==> src/design/dlr_pkg.sv <==
// Shared constants and word layouts for the dashed line rasterizer.
package dlr_pkg;

   localparam int unsigned COORD_BITS_DEF = 16;   // default coordinate width
   localparam int unsigned FIELD_W        = 16;   // width of a coordinate field
   localparam int unsigned SPACING_W      = 16;
   localparam int unsigned COLOR_W        = 32;
   localparam int unsigned PHASE_W        = SPACING_W;

   localparam int unsigned REQ_DATA_W = 112;
   localparam int unsigned REQ_USER_W = 1;
   localparam int unsigned RSP_DATA_W = 72;
   localparam int unsigned RSP_USER_W = 1;

   // request kind, carried on req_tuser
   typedef enum logic {
      OP_START = 1'b0,
      OP_STEP  = 1'b1
   } op_type;

   // request word, last field (start_x) in the lowest bits
   typedef struct packed {
      logic [COLOR_W-1:0]   line_color;
      logic [SPACING_W-1:0] dash_spacing;
      logic [FIELD_W-1:0]   end_y;
      logic [FIELD_W-1:0]   end_x;
      logic [FIELD_W-1:0]   start_y;
      logic [FIELD_W-1:0]   start_x;
   } req_data_type;

   // response word, last field (pixel_x) in the lowest bits, zero pad on top
   typedef struct packed {
      logic [6:0]           pad;
      logic [COLOR_W-1:0]   pixel_color;
      logic                 draw;
      logic [FIELD_W-1:0]   pixel_y;
      logic [FIELD_W-1:0]   pixel_x;
   } rsp_data_type;

endpackage

==> src/design/dashed_line_rasterizer.sv <==
// Dashed line rasterizer: Bresenham stepper with a dash pattern, one pixel per step word.
//
//   channel | dir | tdata (low bit up)                                   | tuser   | tlast
//   req_    | in  | start_x, start_y, end_x, end_y, dash_spacing, color  | opcode  | -
//   rsp_    | out | pixel_x, pixel_y, draw, pixel_color, 7 pad bits       | active  | last
//
// A word is taken into an input register and handled from there: a
// start word loads the stepper, a step word updates it and writes one result
// word into the output register. One word per clock sustained while the
// output register is free or taken; a stalled result holds step words back.
// The rate is set by the single add/compare/increment step on the stepper registers.
// Synchronous active-high reset clears the valid flags and the busy flag.
// A stalled result holds a step word in the input register; a start word there
// is loaded even while the result waits.
module dashed_line_rasterizer #(
   parameter int unsigned COORD_BITS = dlr_pkg::COORD_BITS_DEF
) (
   input  logic                            clock,
   input  logic                            reset,
   input  logic                            req_tvalid,
   output logic                            req_tready,
   // start_x[15:0] start_y[31:16] end_x[47:32] end_y[63:48]
   // dash_spacing[79:64] line_color[111:80]
   input  logic [dlr_pkg::REQ_DATA_W-1:0]  req_tdata,
   // opcode[0]
   input  logic [dlr_pkg::REQ_USER_W-1:0]  req_tuser,
   output logic                            rsp_tvalid,
   input  logic                            rsp_tready,
   // pixel_x[15:0] pixel_y[31:16] draw[32] pixel_color[64:33] zero pad[71:65]
   output logic [dlr_pkg::RSP_DATA_W-1:0]  rsp_tdata,
   // active[0]
   output logic [dlr_pkg::RSP_USER_W-1:0]  rsp_tuser,
   output logic                            rsp_tlast
);
   import dlr_pkg::*;

   localparam int unsigned CW = COORD_BITS;   // coordinate / delta width
   localparam int unsigned EW = CW + 1;       // difference and error sum width

   // input register
   logic         in_valid_ff, in_valid_in;
   op_type       in_op_ff, in_op_in;
   req_data_type in_data_ff, in_data_in;

   // stepper state
   logic                 busy_ff, busy_in;
   logic [CW-1:0]        cur_x_ff, cur_x_in;
   logic [CW-1:0]        cur_y_ff, cur_y_in;
   logic [CW-1:0]        err_ff, err_in;
   logic [CW-1:0]        major_ff, major_in;
   logic [CW-1:0]        minor_ff, minor_in;
   logic [CW-1:0]        left_ff, left_in;
   logic [PHASE_W-1:0]   phase_ff, phase_in;
   logic [SPACING_W-1:0] spacing_ff, spacing_in;
   logic [COLOR_W-1:0]   color_ff, color_in;
   logic                 xmajor_ff, xmajor_in;
   logic                 xdown_ff, xdown_in;
   logic                 ydown_ff, ydown_in;

   // output register
   logic         out_valid_ff, out_valid_in;
   logic         out_active_ff, out_active_in;
   logic         out_last_ff, out_last_in;
   rsp_data_type out_data_ff, out_data_in;

   // handshake
   logic req_fire, out_free, proc, rsp_load;

   // start setup
   logic [CW-1:0]        ax, ay, bx, by;
   logic signed [EW-1:0] diff_x, diff_y;
   logic [EW-1:0]        mag_x, mag_y;
   logic [CW-1:0]        dx, dy;
   logic                 xneg, yneg, xmaj_new;

   // step
   logic [EW-1:0]  err_sum;
   logic           minor_step, x_move, y_move;
   logic [CW-1:0]  step_x, step_y;
   logic [PHASE_W:0] phase_sum;
   logic           drawn;

   assign req_fire   = req_tvalid & req_tready;
   assign out_free   = ~out_valid_ff | rsp_tready;
   assign proc       = in_valid_ff & ((in_op_ff == OP_START) | out_free);
   assign rsp_load   = proc & (in_op_ff == OP_STEP);
   assign req_tready = ~in_valid_ff | proc;

   // input register next state
   always_comb begin
      in_op_in   = in_op_ff;
      in_data_in = in_data_ff;
      if (req_fire) begin
         in_valid_in = 1'b1;
         in_op_in    = op_type'(req_tuser[0]);
         in_data_in  = req_data_type'(req_tdata);
      end else if (proc) begin
         in_valid_in = 1'b0;
      end else begin
         in_valid_in = in_valid_ff;
      end
   end

   // start word: endpoints cut (or zero-extended) to CW bits, then signed deltas
   always_comb begin
      ax = CW'(in_data_ff.start_x);
      ay = CW'(in_data_ff.start_y);
      bx = CW'(in_data_ff.end_x);
      by = CW'(in_data_ff.end_y);
      diff_x = EW'(signed'(bx)) - EW'(signed'(ax));
      diff_y = EW'(signed'(by)) - EW'(signed'(ay));
      xneg   = diff_x[EW-1];
      yneg   = diff_y[EW-1];
      mag_x  = xneg ? (~diff_x + EW'(1)) : diff_x;
      mag_y  = yneg ? (~diff_y + EW'(1)) : diff_y;
      dx     = mag_x[CW-1:0];
      dy     = mag_y[CW-1:0];
      xmaj_new = (dx >= dy);
   end

   // step word: error accumulate, axis moves, dash phase
   always_comb begin
      err_sum    = {1'b0, err_ff} + {1'b0, minor_ff};
      minor_step = (err_sum >= {1'b0, major_ff});
      x_move     = xmajor_ff | minor_step;
      y_move     = ~xmajor_ff | minor_step;
      step_x     = xdown_ff ? {CW{1'b1}} : CW'(1);
      step_y     = ydown_ff ? {CW{1'b1}} : CW'(1);
      phase_sum  = {1'b0, phase_ff} + (PHASE_W + 1)'(1);
      drawn      = (spacing_ff == '0) | (phase_ff >= (spacing_ff >> 1));
   end

   // stepper and result next state
   always_comb begin
      busy_in    = busy_ff;
      cur_x_in   = cur_x_ff;
      cur_y_in   = cur_y_ff;
      err_in     = err_ff;
      major_in   = major_ff;
      minor_in   = minor_ff;
      left_in    = left_ff;
      phase_in   = phase_ff;
      spacing_in = spacing_ff;
      color_in   = color_ff;
      xmajor_in  = xmajor_ff;
      xdown_in   = xdown_ff;
      ydown_in   = ydown_ff;

      out_active_in = out_active_ff;
      out_last_in   = out_last_ff;
      out_data_in   = out_data_ff;

      if (proc && in_op_ff == OP_START) begin
         // new line replaces any line in progress
         xmajor_in  = xmaj_new;
         xdown_in   = xneg;
         ydown_in   = yneg;
         major_in   = xmaj_new ? dx : dy;
         minor_in   = xmaj_new ? dy : dx;
         err_in     = (xmaj_new ? dx : dy) >> 1;
         left_in    = xmaj_new ? dx : dy;
         cur_x_in   = ax;
         cur_y_in   = ay;
         spacing_in = in_data_ff.dash_spacing;
         color_in   = in_data_ff.line_color;
         phase_in   = (in_data_ff.dash_spacing == SPACING_W'(1)) ? '0 : PHASE_W'(1);
         busy_in    = ((xmaj_new ? dx : dy) != '0);
      end else if (rsp_load) begin
         out_data_in.pad = '0;
         if (busy_ff) begin
            out_active_in           = 1'b1;
            out_last_in             = (left_ff == CW'(1));
            out_data_in.pixel_x     = FIELD_W'(signed'(cur_x_ff));
            out_data_in.pixel_y     = FIELD_W'(signed'(cur_y_ff));
            out_data_in.draw        = drawn;
            out_data_in.pixel_color = color_ff;

            err_in = minor_step ? CW'(err_sum - {1'b0, major_ff}) : err_sum[CW-1:0];
            if (x_move) begin
               cur_x_in = cur_x_ff + step_x;
            end
            if (y_move) begin
               cur_y_in = cur_y_ff + step_y;
            end
            if (spacing_ff != '0) begin
               phase_in = (phase_sum >= {1'b0, spacing_ff}) ? '0 : phase_sum[PHASE_W-1:0];
            end
            left_in = left_ff - CW'(1);
            busy_in = (left_ff != CW'(1));
         end else begin
            // idle step: empty result
            out_active_in           = 1'b0;
            out_last_in             = 1'b0;
            out_data_in.pixel_x     = '0;
            out_data_in.pixel_y     = '0;
            out_data_in.draw        = 1'b0;
            out_data_in.pixel_color = '0;
         end
      end

      if (rsp_load) begin
         out_valid_in = 1'b1;
      end else if (rsp_tready) begin
         out_valid_in = 1'b0;
      end else begin
         out_valid_in = out_valid_ff;
      end
   end

   // control state
   always_ff @(posedge clock) begin
      if (reset) begin
         in_valid_ff  <= 1'b0;
         out_valid_ff <= 1'b0;
         busy_ff      <= 1'b0;
      end else begin
         in_valid_ff  <= in_valid_in;
         out_valid_ff <= out_valid_in;
         busy_ff      <= busy_in;
      end
   end

   // payload
   always_ff @(posedge clock) begin
      in_op_ff      <= in_op_in;
      in_data_ff    <= in_data_in;
      cur_x_ff      <= cur_x_in;
      cur_y_ff      <= cur_y_in;
      err_ff        <= err_in;
      major_ff      <= major_in;
      minor_ff      <= minor_in;
      left_ff       <= left_in;
      phase_ff      <= phase_in;
      spacing_ff    <= spacing_in;
      color_ff      <= color_in;
      xmajor_ff     <= xmajor_in;
      xdown_ff      <= xdown_in;
      ydown_ff      <= ydown_in;
      out_active_ff <= out_active_in;
      out_last_ff   <= out_last_in;
      out_data_ff   <= out_data_in;
   end

   assign rsp_tvalid   = out_valid_ff;
   assign rsp_tdata    = RSP_DATA_W'(out_data_ff);
   assign rsp_tuser[0] = out_active_ff;
   assign rsp_tlast    = out_last_ff;

`ifndef SYNTHESIS
   // a line in progress always has pixels left
   a_busy_left: assert property (@(posedge clock) disable iff (reset)
      busy_ff |-> (left_ff != '0))
      else $error("busy with no pixels left");

   // error numerator stays below the major delta
   a_err_range: assert property (@(posedge clock) disable iff (reset)
      busy_ff |-> (err_ff < major_ff))
      else $error("error accumulator out of range");

   // dash phase wraps inside the period
   a_phase_range: assert property (@(posedge clock) disable iff (reset)
      (busy_ff && spacing_ff != '0) |-> (phase_ff < spacing_ff))
      else $error("dash phase out of range");

   // final pixel ends the line
   a_last_ends: assert property (@(posedge clock) disable iff (reset)
      (rsp_load && busy_ff && left_ff == CW'(1)) |=> (!busy_ff && out_last_ff))
      else $error("line not closed after final pixel");

   // tlast only on a real pixel
   a_last_active: assert property (@(posedge clock) disable iff (reset)
      (rsp_tvalid && rsp_tlast) |-> rsp_tuser[0])
      else $error("tlast on an empty result");
`endif

endmodule

==> config.mk <==
export PLATFORM = sky130hd
export DESIGN_NAME = dashed_line_rasterizer
export DESIGN_NICKNAME = d
export VERILOG_FILES = /design/src/design/dlr_pkg.sv /design/src/design/dashed_line_rasterizer.sv
export SDC_FILE = /design/constraint.sdc
export NUM_CORES = 1
export LEC_CHECK = 0
export ABC_AREA = 1
export BUFFER_PORTS_ARGS = -buffer_cell sky130_fd_sc_hd__buf_2
export CAP_MARGIN = 10
export CORE_MARGIN = 1
export CORE_UTILIZATION = 40
export CTS_CLUSTER_SIZE = 8
export DETAILED_ROUTE_END_ITERATION = 12
export PLACE_DENSITY_LB_ADDON = 0.3
export REMOVE_ABC_BUFFERS = 1
export SLEW_MARGIN = 20
export SYNTH_ARGS = -nofsm -noshare
export SYNTH_HDL_FRONTEND = slang
export SYNTH_SLANG_ARGS = --single-unit
==> constraint.sdc <==
create_clock -name clock -period 10.7 [get_ports clock]
set_input_delay 0.535 -clock clock [delete_from_list [all_inputs] [get_ports clock]]
set_output_delay 0.535 -clock clock [all_outputs]
set_load 0.05 [all_outputs]
After elaboration in Yosys (flattened, before gate mapping)
Cells that the tools add are included.

word-level totals
  latch bits = 0
  memories kept = 0
  logic and storage cells = 114
  bits in read-only memories = 0
  register bits after elaboration = 346
  bits in writable memories = 0
  output and inout port bits = 76

cells by class
  eq/ne operators = 3
  multiply operators = 0
  reduce and logical (&&, ||, !) cells = 17
  $lt $le $gt $ge = 4
  divide/modulo/power cells = 0
  bitwise gates (word level) = 16
  shift-type cells = 0
  muxes and demuxes = 35
  add/subtract/negate cells = 10

operators by type and width
  kind                                                                       count
  16-bit two-way mux                                                         23
  15-bit two-way mux                                                         3
  17-bit by 16-bit >= comparator with 1-bit output                           2
  16-bit by 16-bit subtractor with 17-bit output                             2
  16-bit adder                                                               2
  16-bit by 2-bit adder with 16-bit output (second input constant)           2
  16-bit by 1-bit equality test with 1-bit output (second input constant)    2
  16-bit NOT                                                                 2
  16-bit nonzero test                                                        2
  16-bit by 1-bit adder with 17-bit output (second input constant)           1
  16-bit by 16-bit adder with 17-bit output                                  1
  16-bit by 15-bit >= comparator with 1-bit output                           1
  16-bit >= comparator                                                       1
  16-bit zero test                                                           1
  16-bit by 1-bit inequality test with 1-bit output (second input constant)  1
  16-bit by 1-bit subtractor with 16-bit output (second input constant)      1
  16-bit subtractor                                                          1
  2-bit nonzero test                                                         7
  1-bit two-way mux                                                          9
  3-bit AND reduction                                                        3
  1-bit bitwise OR                                                           6
  2-bit AND reduction                                                        3
  1-bit NOT                                                                  5
  1-bit bitwise AND                                                          3
  1-bit logical AND                                                          1

Depth between registers and ports, before layout
Gate-level depths: netlist (run 1).

  depth after elaboration = 8
  depth in mapped cells = 33
  mapped depth without buffers = 32

Worst setup path before layout (run 1)
No wires, ideal clock.

  path type = register to register
  start point = register err_ff[0]
  end point = register cur_y_ff[0] (enable)
  setup slack = 6.519 ns
  period minus slack after synthesis = 4.181 ns
  setup time = 0.365 ns
  buffers on the path = 1
  data arrival time = 3.816 ns
  cell stages (with the launch flop) = 22
  cell sequence = edfxtp_1 > ha_1 > fa_1 > nand4_1 > and3_1 > o21ai_0 > a21o_1 > a21oi_1 > xor2_1 > inv_1 > ha_1 > nand2_1 > nor2_1 > nand3_1 > o2111ai_1 > nand2_1 > o211ai_1 > nand2_1 > nand2_1 > clkbuf_1 > o21ai_0 > inv_1

between the ends
  word-level cells in the longest chain between the ends = 5

RTL lines
  element                                           RTL line                       RTL
  start, declared                                   dashed_line_rasterizer.sv:49   logic [CW-1:0] err_ff, err_in;
  start signal, assigned                            dashed_line_rasterizer.sv:229  err_ff <= err_in;
  16-bit by 16-bit adder with 17-bit output         dashed_line_rasterizer.sv:123  err_sum = {1'b0, err_ff} + {1'b0, minor_ff};
  17-bit by 16-bit >= comparator with 1-bit output  dashed_line_rasterizer.sv:124  minor_step = (err_sum >= {1'b0, major_ff});
  1-bit bitwise OR                                  dashed_line_rasterizer.sv:126  y_move = ~xmajor_ff | minor_step;
  2-bit nonzero test (no line)                      -
  3-bit AND reduction (no line)                     -
  end signal, assigned                              dashed_line_rasterizer.sv:228  cur_y_ff <= cur_y_in;
  end, declared                                     dashed_line_rasterizer.sv:48   logic [CW-1:0] cur_y_ff, cur_y_in;

No other way between the ends.
A chain may end at the register's enable or synchronous reset.

Worst setup path in the final report (run 1)
  start point = register in_data_ff (netlist bit ax[0])
  end point = register busy_ff

between the ends
  word-level cells in the longest chain between the ends = 8

RTL lines
  element                                           RTL line                       RTL
  start, declared                                   dashed_line_rasterizer.sv:43   req_data_type in_data_ff, in_data_in;
  start signal, assigned                            dashed_line_rasterizer.sv:226  in_data_ff <= in_data_in;
  16-bit by 16-bit subtractor with 17-bit output *  dashed_line_rasterizer.sv:110  diff_x = EW'(signed'(bx)) - EW'(signed'(ax));
  16-bit NOT                                        dashed_line_rasterizer.sv:114  mag_x = xneg ? (~diff_x + EW'(1)) : diff_x;
  16-bit by 2-bit adder with 16-bit output          dashed_line_rasterizer.sv:114
  16-bit two-way mux *                              dashed_line_rasterizer.sv:114
  16-bit >= comparator                              dashed_line_rasterizer.sv:118  xmaj_new = (dx >= dy);
  16-bit two-way mux *                              dashed_line_rasterizer.sv:167  busy_in = ((xmaj_new ? dx : dy) != '0);
  16-bit nonzero test *                             dashed_line_rasterizer.sv:167
  1-bit two-way mux *                               dashed_line_rasterizer.sv:153  if (proc && in_op_ff == OP_START) begin
  end signal, assigned                              dashed_line_rasterizer.sv:219  busy_ff <= busy_in;
  end, declared                                     dashed_line_rasterizer.sv:46   logic busy_ff, busy_in;

Every way passes the cells marked *; elsewhere a longest branch is shown, timed or not.

==> flow_metrics.env, run 1 <==
export IMPL_hold_viol_final=0
export IMPL_grt_start_max_net_pins=89
export IMPL_maxCapViolCount=0
export IMPL_synth_common_cells="nand2_1 (600), inv_1 (366), edfxtp_1 (342)"
export IMPL_grt_pass1_vias=15030
export IMPL_postCtsSetupBuffers=0
export IMPL_drt_iter0_markers=885
export IMPL_synth_seq_area_share_pct=51.48
export IMPL_synth_top_flop_cell="edfxtp_1"
export IMPL_area_delta_synth_final_pct=15.15
export IMPL_grt_pass1_wl_um=76940
export IMPL_track_usage_pct=19.17
export IMPL_endpoint="busy_ff$_SDFFE_PP0P_"
export IMPL_r2r_end="busy_ff$_SDFFE_PP0P_"
export IMPL_drv_slew=0
export IMPL_synth_most_common_cell="nand2_1"
export IMPL_timing_critical_path_mode_cell="nand2_1"
export IMPL_hold_class="in2reg"
export IMPL_yosys_top_cells_area="edfxtp_1 (51%), nand2_1 (11%), ha_1 (9.0%)"
export IMPL_layout_drive_gt1_share_pct=12.69
export IMPL_vias=15230
export IMPL_yosys_warnings=0
export IMPL_min_from="req_tdata[36]"
export IMPL_fp_dieArea_um2=51160
export IMPL_cp_num_buf_inv=2
export IMPL_worst_pin_slew_ps=941.5
export IMPL_cp_slowest_cell="inv_2"
export IMPL_cp_required_ps=11150
export IMPL_worstPathMaxFanout=43
export IMPL_final_setup_viol_count=0
export IMPL_async_flop_share_pct=0
export IMPL_r2r_slack_ps=5100
export IMPL_cp_end_kind="flip-flop"
export IMPL_die_w_um=226.2
export IMPL_place_ws_ps=4706
export IMPL_numCtsBuffers=50
export IMPL_fin_ws_ps=5101
export IMPL_core_um2=49250
export IMPL_clock_tree_root_cell="clkbuf_16"
export IMPL_worst_ep_arrival_time_ps=6050
export IMPL_post_cts_resized=0
export IMPL_dp_hpwl_um=35600
export IMPL_antenna_found_initial=8
export IMPL_gp_congestion=0.9295
export IMPL_reg2reg_depth=26
export IMPL_syn_cell_area_um2=20100
export IMPL_fin_crit_sh_pct=52.33
export IMPL_path_class="reg2reg"
export IMPL_cts_num_sinks=346
export IMPL_path_clk_slew_ps=60
export IMPL_crit_family="simple AND/OR/NAND/NOR gates"
export IMPL_clock_skew_final_ps=21.08
export IMPL_cp_depth=26
export IMPL_status="finished clean"
export IMPL_ys_types=56
export IMPL_synth_area_per_cell_um2=9.068
export IMPL_hold_buffers=0
export IMPL_synth_cells=2217
export IMPL_initial_core_util_pct=40.82
export IMPL_drc=0
export IMPL_total_power_w=0.004662
export IMPL_vias_per_cell=4.884
export IMPL_ant_nets=0
export IMPL_fmax_mhz=178.6
export IMPL_synth_top_area_share_pct=51.08
export IMPL_io_pins=193
export IMPL_setup_tns_ps=0
export IMPL_std_cell_rows=81
export IMPL_start_kind="flip-flop"
export IMPL_ys_seq_elements=346
export IMPL_cp_startpoint="ax[0]$_DFFE_PP_"
export IMPL_synth_edf_count=342
export IMPL_fin_crit_ps=5599
export IMPL_grt_setup_unrepaired="false"
export IMPL_wl_um=48220
export IMPL_htreeDepth=2
export IMPL_drt_wirelength_per_cell_um=15.47
export IMPL_die_h_um=226.2
export IMPL_clockBufferDepth=3
export IMPL_peakVddDrop_uv=139.9
export IMPL_drtPass1Iterations=5
export IMPL_final_nets=2693
export IMPL_r2r_start="ax[0]$_DFFE_PP_"
export IMPL_cp_slowest_stage_delay_ps=830
export IMPL_grt_overflow=0
export IMPL_p_per_area_nw_per_um2=201.4
export IMPL_yosys_area_top_type="edfxtp_1"
export IMPL_maxSlewHeadroom_pct=37.06
export IMPL_p_leak_nw=10.84
export IMPL_clk_latency_ps=590
export IMPL_cts_tree="yes"
export IMPL_portBuffers=185
cells in the final DEF (no fill, tap or decap), drive strengths merged, types with 12 or more instances in the layout:
| cell type | count |
|---|---|
| xor2 | 37 |
| ha | 144 |
| nand3 | 131 |
| nor2 | 126 |
| a21oi | 104 |
| edfxtp | 342 |
| nor3 | 17 |
| or2 | 12 |
| clkbuf | 70 |
| nand2 | 623 |
| inv | 372 |
| nand4 | 37 |
| xnor2 | 29 |
| buf | 192 |
| o21ai | 121 |
worst register-to-register path, cell delays in order (launching register included):
cell and delay (ps):
edfxtp_1 390, ha_1 240, fa_1 400, inv_1 140, nand3_1 100, nand2_1 120, nand2_1 70, nand2_1 90
nand2_2 70, nand3_1 130, nand2_4 190, o21ai_0 280, nand2_1 180, ha_1 350, a21oi_1 180, o21a_1 140
nand2_1 80, nand2_1 70, nand3_1 650, inv_2 840, nand3_1 180, nand2_1 130, nand2_1 50, nor2_1 150
nand3_1 90, nor2_1 90, a21oi_1 70
logic make-up (layout without fill, tap and decap cells):
group,after synthesis,in the layout,synth area share [%]
xor gates and xnor gates,66,66,2.875
and+or+nand+nor,973,973,20.69
DFF,346,346,51.48
buffers and inverters,412,639,8.059
other,1,11,0.01865
adders and majority gates,150,150,9.559
AOI/OAI and AO/OA,269,269,7.313
worst min-delay path by stage:
stage	endpoint	slack, ps	cells past startpoint
floorplan	color_ff[0]$_DFFE_PP_	400	0
global placement	color_ff[31]$_DFFE_PP_	400	0
detailed placement	color_ff[10]$_DFFE_PP_	400	0
CTS	bx[5]$_DFFE_PP_	80	1
global route	bx[4]$_DFFE_PP_	90	1
finish	bx[4]$_DFFE_PP_	120	1
sequential cells by signal, summed over array words and instances, names as in the netlist, 16 cells and up:
name        cells
spacing_ff     16
phase_ff       16
minor_ff       16
cur_x_ff       16
by             16
err_ff         16
cur_y_ff       16
ax             16
bx             16
in_data_ff     48
rsp_tdata      65
color_ff       32
major_ff       16
ay             16
left_ff        16
layout make-up:
class | count | area [um2]
fillers | 4749 | 26110
flip-flops and latches | 346 | 10350
multi-input cells | 1465 | 8170
inverters | 371 | 1406
clock buffers | 70 | 1326
repair buffers | 192 | 978.4
well taps | 664 | 830.8
clock inverters | 6 | 76.32
diodes | 4 | 10.01
per-layer routing:
layer  wire [um]  up-vias  GRT usage, %
met5          38        -             0
met4        1297        6         6.517
met3        3047       91         3.942
met2       21840      430         31.02
met1       22000     6928         25.48
li1            -     7772             -
through the flow:
step | utilization [%] | hold WS, ps | cells | instance area [um2]
after floorplan | - | 400.3 | 2182 | 19900
after global placement | 44.13 | 400.6 | 3038 | 21740
after detailed placement | 44.13 | 404.5 | 3038 | 21740
after CTS | 46.98 | 79.12 | 3114 | 23140
after global routing | 46.98 | 86.51 | 3115 | 23140
final | 47.00 | 119.8 | 3118 | 23150
where the power goes:
| part | leakage, nW | total, W | internal (W) | switching (W) |
|---|---|---|---|---|
| Sequential | 3.27 | 0.00170 | 0.00166 | 0.0000428 |
| Combinational | 6.89 | 0.00153 | 0.000516 | 0.00101 |
| Clock | 0.675 | 0.00143 | 0.000853 | 0.000580 |
| Total | 10.8 | 0.00466 | 0.00302 | 0.00164 |
No activity file was read; power rests on OpenSTA's default activity.
==> inputs of run 2 (changes only) <==
--- a/config.mk
+++ b/config.mk
@@ -5,7 +5,7 @@
 export SDC_FILE = /design/constraint.sdc
 export NUM_CORES = 1
 export LEC_CHECK = 0
-export ABC_AREA = 1
+export ABC_AREA = 0
 export BUFFER_PORTS_ARGS = -buffer_cell sky130_fd_sc_hd__buf_2
 export CAP_MARGIN = 10
 export CORE_MARGIN = 1
==> constraint.sdc (replaced) <==
create_clock -name clock -period 5.2 [get_ports clock]
set_input_delay 0.26 -clock clock [delete_from_list [all_inputs] [get_ports clock]]
set_output_delay 0.26 -clock clock [all_outputs]
set_load 0.05 [all_outputs]
==> flow_metrics.env, run 2 <==
export IMPL_p_per_area_nw_per_um2=417.2
export IMPL_p_leak_nw=9.997
export IMPL_maxCapViolCount=0
export IMPL_cp_slowest_cell="or4_4"
export IMPL_std_cell_rows=79
export IMPL_htreeDepth=2
export IMPL_fp_dieArea_um2=48620
export IMPL_reg2reg_depth=19
export IMPL_cp_slowest_stage_delay_ps=560
export IMPL_core_um2=46850
export IMPL_grt_pass1_wl_um=73270
export IMPL_drv_slew=0
export IMPL_path_class="reg2reg"
export IMPL_place_ws_ps=-311.6
export IMPL_whs_ps=146.6
export IMPL_synth_seq_area_share_pct=54.20
export IMPL_grt_overflow=0
export IMPL_layout_drive_gt1_share_pct=21.24
export IMPL_synth_most_common_cell="edfxtp_1"
export IMPL_r2r_slack_ps=80
export IMPL_fin_ws_ps=83.77
export IMPL_hold_viol_final=0
export IMPL_die_w_um=220.5
export IMPL_grt_pass1_vias=13960
export IMPL_ys_types=84
export IMPL_drc=6
export IMPL_violations="design-rule violations"
export IMPL_wl_um=47210
export IMPL_drtPass1Iterations=9
export IMPL_clock_tree_root_cell="clkbuf_16"
export IMPL_hold_class="in2reg"
export IMPL_cp_end_kind="flip-flop"
export IMPL_worstPathMaxFanout=5
export IMPL_track_usage_pct=19.27
export IMPL_grt_start_max_net_pins=113
export IMPL_vias=13950
export IMPL_final_nets=2335
export IMPL_dp_hpwl_um=32570
export IMPL_cts_num_sinks=346
export IMPL_fmax_mhz=195.5
export IMPL_yosys_top_cells_area="edfxtp_1 (54%), ha_1 (9.4%), xnor2_1 (3.1%)"
export IMPL_gp_congestion=0.9096
export IMPL_fin_crit_sh_pct=98.39
export IMPL_start_kind="flip-flop"
export IMPL_final_common_cell="edfxtp_1"
export IMPL_die_h_um=220.5
export IMPL_synth_cells=1651
export IMPL_endpoint="busy_ff$_SDFFE_PP0P_"
export IMPL_synth_area_per_cell_um2=11.57
export IMPL_r2r_end="busy_ff$_SDFFE_PP0P_"
export IMPL_crit_chain="ha_4 > nor2_1 > a211o_1 > a21o_1 > buf_4 > a311oi_2 > nor3_4 > a31oi_1 > xnor2_1 > inv_1 > ha_1 > nand4_1 > nor4_2 > a21oi_2 > buf_4 > mux2_4 > or4_4 > nor4_4 > a41oi_1"
export IMPL_timing_critical_path_mode_cell="buf_4"
export IMPL_clock_skew_final_ps=46.71
export IMPL_grt_setup_unrepaired="true"
export IMPL_area_delta_synth_final_pct=28.38
export IMPL_clockBufferDepth=3
export IMPL_worst_ep_arrival_time_ps=5570
export IMPL_synth_top_area_share_pct=53.78
export IMPL_ant_nets=0
export IMPL_async_flop_share_pct=0
export IMPL_synth_top_flop_cell="edfxtp_1"
export IMPL_syn_cell_area_um2=19100
export IMPL_io_pins=193
export IMPL_synth_common_cells="edfxtp_1 (342), ha_1 (144), inv_1 (133)"
export IMPL_clk_latency_ps=600
export IMPL_drt_iter0_markers=757
export IMPL_fin_crit_ps=5116
export IMPL_n_fill_cell=4070
export IMPL_maxSlewHeadroom_pct=28.79
export IMPL_vias_per_cell=5.161
export IMPL_antenna_found_initial=1
export IMPL_r2r_start="bx[2]$_DFFE_PP_"
export IMPL_status="finished, violations left"
export IMPL_synth_edf_count=342
export IMPL_cts_tree="yes"
export IMPL_final_setup_viol_count=0
export IMPL_yosys_warnings=0
export IMPL_yosys_area_top_type="edfxtp_1"
export IMPL_largest_register_ffs=65
export IMPL_cp_required_ps=5660
export IMPL_cp_startpoint="bx[2]$_DFFE_PP_"
export IMPL_ys_seq_elements=346
export IMPL_initial_core_util_pct=40.76
export IMPL_numCtsBuffers=50
export IMPL_peakVddDrop_uv=348.3
export IMPL_final_cell_mix="edfxtp_1 (342), buf_2 (185), ha_1 (134)"
export IMPL_path_clk_slew_ps=50
export IMPL_drt_wirelength_per_cell_um=17.47
export IMPL_portBuffers=185
export IMPL_worst_pin_slew_ps=1068
## run 2: cell count changes after synthesis, sizes merged, moves of 15 or more
| cell | before | now |
|---|---|---|
| a21o | 5 | 30 |
| a21oi | 104 | 119 |
| and2 | 10 | 67 |
| and3 | 1 | 28 |
| inv | 371 | 136 |
| mux2i | 0 | 40 |
| nand2 | 623 | 86 |
| nand3 | 131 | 35 |
| nand4 | 37 | 18 |
| nor2b | 0 | 15 |
| nor3 | 17 | 34 |
| o21ai | 121 | 59 |
| xnor2 | 29 | 68 |
## run 2: worst max-delay path: cells and delay by family (launching register included)
| family | cells | cell delay, ps |
|---|---|---|
| AO/OA/AOI/OAI | 6 | 1610 |
| XOR/XNOR | 1 | 200 |
| multiplexers | 1 | 300 |
| buffers and inverters | 3 | 420 |
| AND/OR/NAND/NOR | 6 | 1380 |
| flip-flops | 1 | 440 |
| adder cells (fa/ha/maj) | 2 | 640 |
## run 2: how the worst min path moves through the flow
| stage | from | end | slack (ps) | cells after the start |
|---|---|---|---|---|
| 3_5_place_dp | in_data_ff[107]$_DFFE_PP_ | color_ff[27]$_DFFE_PP_ | 400 | 0 |
| 3_3_place_gp | in_data_ff[105]$_DFFE_PP_ | color_ff[25]$_DFFE_PP_ | 400 | 0 |
| 4_1_cts | rsp_tready | in_valid_ff$_SDFFE_PP0P_ | 120 | 4 |
| 6_report | rsp_tready | in_valid_ff$_SDFFE_PP0P_ | 150 | 4 |
| 2_1_floorplan | reset | in_valid_ff$_SDFFE_PP0P_ | 330 | 1 |
| 5_1_grt | rsp_tready | rsp_tlast$_SDFFCE_PN0P_ | 170 | 3 |
## run 2: per-stage QoR
| step | util [%] | TNS, ps | total power [W] | instance area (um2) | instances |
|---|---|---|---|---|---|
| 2_1_floorplan | - | -279050 | 0.005870 | 18910 | 1613 |
| 3_3_place_gp | 45.44 | -192.9 | 0.006883 | 21290 | 2485 |
| 3_5_place_dp | 45.44 | -397.5 | 0.006930 | 21290 | 2485 |
| 4_1_cts | 51.38 | 0 | 0.01013 | 24070 | 2686 |
| 5_1_grt | 52.33 | -168.3 | 0.01077 | 24520 | 2703 |
| 6_report | 52.33 | 0 | 0.01023 | 24520 | 2703 |
## run 2: cells by family (layout without fill, tap and decap cells)
| family | count (synthesis) | count (layout) | synth area share [%] |
|---|---|---|---|
| AO/OA/AOI/OAI | 338 | 338 | 11.53 |
| XOR/XNOR | 110 | 110 | 5.085 |
| adder cells (fa/ha/maj) | 150 | 150 | 10.06 |
| buffers and inverters | 180 | 618 | 3.774 |
| flip-flops | 346 | 346 | 54.20 |
| multiplexers | 45 | 45 | 2.411 |
| other | 1 | 8 | 0.01964 |
| AND/OR/NAND/NOR | 481 | 481 | 12.92 |
## run 2: metal layers
metal	GRT usage [%]	up-vias	routed length [um]
li1	-	6903	-
met3	3.615	93	2430
met1	24.85	6601	20780
met2	32.54	354	22640
met4	6.347	0	1365
met5	0	-	0
## run 2: cell type report
| type | instances | area [um2] | area share [%] |
|---|---|---|---|
| flip-flops and latches | 346 | 10350 | 42.22 |
| multi-input cells | 1131 | 8507 | 34.70 |
| repair buffers | 403 | 2918 | 11.90 |
| clock buffers | 73 | 1348 | 5.497 |
| well taps | 607 | 759.5 | 3.098 |
| inverters | 136 | 515.5 | 2.103 |
| clock inverters | 6 | 115.1 | 0.4695 |
| diodes | 1 | 2.502 | 0.01021 |
## run 2: timing repair
| item | 4_1_cts | 5_1_grt |
|---|---|---|
| setup endpoints to repair | 4 | 30 |
| endpoints found under the hold margin | 115 | 0 |
| pin swaps | 13 | 38 |
| resized for setup | 21 | 59 |
| buffers inserted | 6 | 16 |
| hold buffers | 116 | 0 |
## run 2: power breakdown
part	leakage [nW]	internal, W	switching, W
clock	0.699	0.00183	0.00121
combinational	6.05	0.00166	0.00203
sequential	3.25	0.00341	0.0000844
==> inputs of run 3 (changes only) <==
--- a/config.mk
+++ b/config.mk
@@ -13,7 +13,6 @@
 export CTS_CLUSTER_SIZE = 8
 export DETAILED_ROUTE_END_ITERATION = 12
 export PLACE_DENSITY_LB_ADDON = 0.3
-export REMOVE_ABC_BUFFERS = 1
 export SLEW_MARGIN = 20
 export SYNTH_ARGS = -nofsm -noshare
 export SYNTH_HDL_FRONTEND = slang
==> flow_metrics.env, run 3 (synthesized netlist as in run 2, its figures left out) <==
export IMPL_start_kind="flip-flop"
export IMPL_clock_skew_final_ps=25.80
export IMPL_finalNonFillerCells=2710
export IMPL_fp_dieArea_um2=48620
export IMPL_dp_cells=2501
export IMPL_cts_num_sinks=346
export IMPL_std_cell_rows=79
export IMPL_drt_wirelength_per_cell_um=17.19
export IMPL_drt_iter0_markers=859
export IMPL_status="finished, violations left"
export IMPL_cp_required_ps=5640
export IMPL_n_fill_cell=4028
export IMPL_p_leak_nw=10.07
export IMPL_violations="design-rule violations"
export IMPL_final_setup_viol_count=0
export IMPL_maxSlewHeadroom_pct=31.32
export IMPL_core_um2=46850
export IMPL_fmax_mhz=196.6
export IMPL_track_usage_pct=18.89
export IMPL_fin_crit_ps=5087
export IMPL_grt_start_max_net_pins=122
export IMPL_p_per_area_nw_per_um2=415.7
export IMPL_vias=14090
export IMPL_clockBufferDepth=3
export IMPL_wl_um=46590
export IMPL_cts_tree="yes"
export IMPL_worst_ep_arrival_time_ps=5520
export IMPL_largest_register_ffs=65
export IMPL_portBuffers=185
export IMPL_drtPass1Iterations=11
export IMPL_grt_setup_unrepaired="true"
export IMPL_ant_nets=0
export IMPL_worst_pin_slew_ps=1030
export IMPL_grt_pass1_vias=14120
export IMPL_die_w_um=220.5
export IMPL_drc=2
export IMPL_drv_slew=0
export IMPL_layout_drive_gt1_share_pct=22.06
export IMPL_initial_core_util_pct=40.76
export IMPL_peakVddDrop_uv=221.0
export IMPL_vias_per_cell=5.198
export IMPL_htreeDepth=2
export IMPL_io_pins=193
export IMPL_worstPathMaxFanout=3
export IMPL_area_delta_synth_final_pct=28.74
export IMPL_grt_pass1_wl_um=72610
export IMPL_gp_congestion=0.8766
export IMPL_hold_viol_final=0
export IMPL_maxCapViolCount=0
export IMPL_path_class="reg2reg"
export IMPL_numCtsBuffers=49
export IMPL_final_area_um2=24580
export IMPL_fin_crit_sh_pct=97.83
export IMPL_path_clk_slew_ps=50
export IMPL_final_cell_mix="edfxtp_1 (342), buf_2 (185), ha_1 (137)"
export IMPL_grt_overflow=0
export IMPL_postPlaceCellArea_um2=21430
export IMPL_clk_latency_ps=580
export IMPL_clock_tree_root_cell="clkbuf_16"
export IMPL_final_common_cell="edfxtp_1"
export IMPL_final_nets=2349
export IMPL_antenna_found_initial=1
export IMPL_hold_class="in2reg"
export IMPL_dp_hpwl_um=32140
export IMPL_cp_end_kind="flip-flop"
export IMPL_die_h_um=220.5
export IMPL_antennaDiodeCount=0
-- run 3: where the power goes --
group | total, W | switching, W | internal, W
combinational | 0.00382 | 0.00207 | 0.00175
sequential | 0.00350 | 0.0000875 | 0.00341
clock | 0.00289 | 0.00114 | 0.00175
-- run 3: worst max-delay path, stage by stage, from the launching register on --
cell	delay (ps)
edfxtp_1	370
inv_2	80
ha_4	140
fa_2	200
nand2b_4	160
a21oi_4	70
or4_4	440
a211oi_4	300
nand4_4	130
o41ai_2	390
xor2_1	260
inv_1	110
ha_1	210
a21o_1	160
a21o_1	170
a21oi_1	150
o21ai_1	100
a21oi_2	220
buf_4	160
mux2_4	300
or4_4	540
nor4_4	160
a41oi_2	130
-- run 3: timing repair --
action / in CTS / in global routing
hold endpoints to repair: 115 / 0
cloned: 0 / 1
gates resized for setup: 11 / 77
buffers inserted: 3 / 17
pin swaps: 11 / 41
hold buffers: 116 / 0
endpoints found under the setup margin: 1 / 58
-- run 3: worst paths after layout --
| check | start | to | slack (ps) | depth (start not counted) |
|---|---|---|---|---|
| worst max register to register | bx[0]$_DFFE_PP_ | busy_ff$_SDFFE_PP0P_ | 110 | 22 |
| worst min-delay path | req_tdata[66] | in_data_ff[66]$_DFFE_PP_ | 380 | 2 |
| worst max-delay path | bx[0]$_DFFE_PP_ | busy_ff$_SDFFE_PP0P_ | 110 | 22 |
| worst min register to register | in_data_ff[109]$_DFFE_PP_ | color_ff[29]$_DFFE_PP_ | 420 | 0 |
-- run 3: area by class of cell --
class / instances / area (um2) / share of cell area [%]
flip-flops and latches: 346 / 10350 / 42.11
multi-input cells: 1131 / 8517 / 34.64
repair buffers: 418 / 3067 / 12.47
clock buffers: 69 / 1333 / 5.420
well taps: 607 / 759.5 / 3.089
inverters: 136 / 515.5 / 2.097
clock inverters: 3 / 41.29 / 0.1680
-- run 3: metal layers --
| layer | track usage (%) | routed length (um) | part of all wire, % | up-vias |
|---|---|---|---|---|
| li1 | - | - | - | 6925 |
| met1 | 23.95 | 20370 | 44 | 6796 |
| met2 | 33.43 | 23420 | 50 | 293 |
| met3 | 2.763 | 1846 | 4.0 | 73 |
| met4 | 5.205 | 961 | 2.1 | 0 |
| met5 | 0 | 0 | 0 | - |
-- run 3: per-stage QoR --
| stage | setup TNS, ps | setup slack [ps] | util, % | hold WS (ps) | total power (W) |
|---|---|---|---|---|---|
| after floorplan | 0 | 8.594 | - | 329.1 | 0.005888 |
| after global placement | -1.617 | -1.617 | 45.74 | 401.1 | 0.006961 |
| after detailed placement | -135.2 | -135.2 | 45.74 | 404.5 | 0.007016 |
| after CTS | 0 | 4.813 | 51.33 | 346.2 | 0.01006 |
| after global routing | -401.8 | -87.10 | 52.47 | 370.9 | 0.01079 |
| final | 0 | 112.8 | 52.47 | 385.0 | 0.01022 |
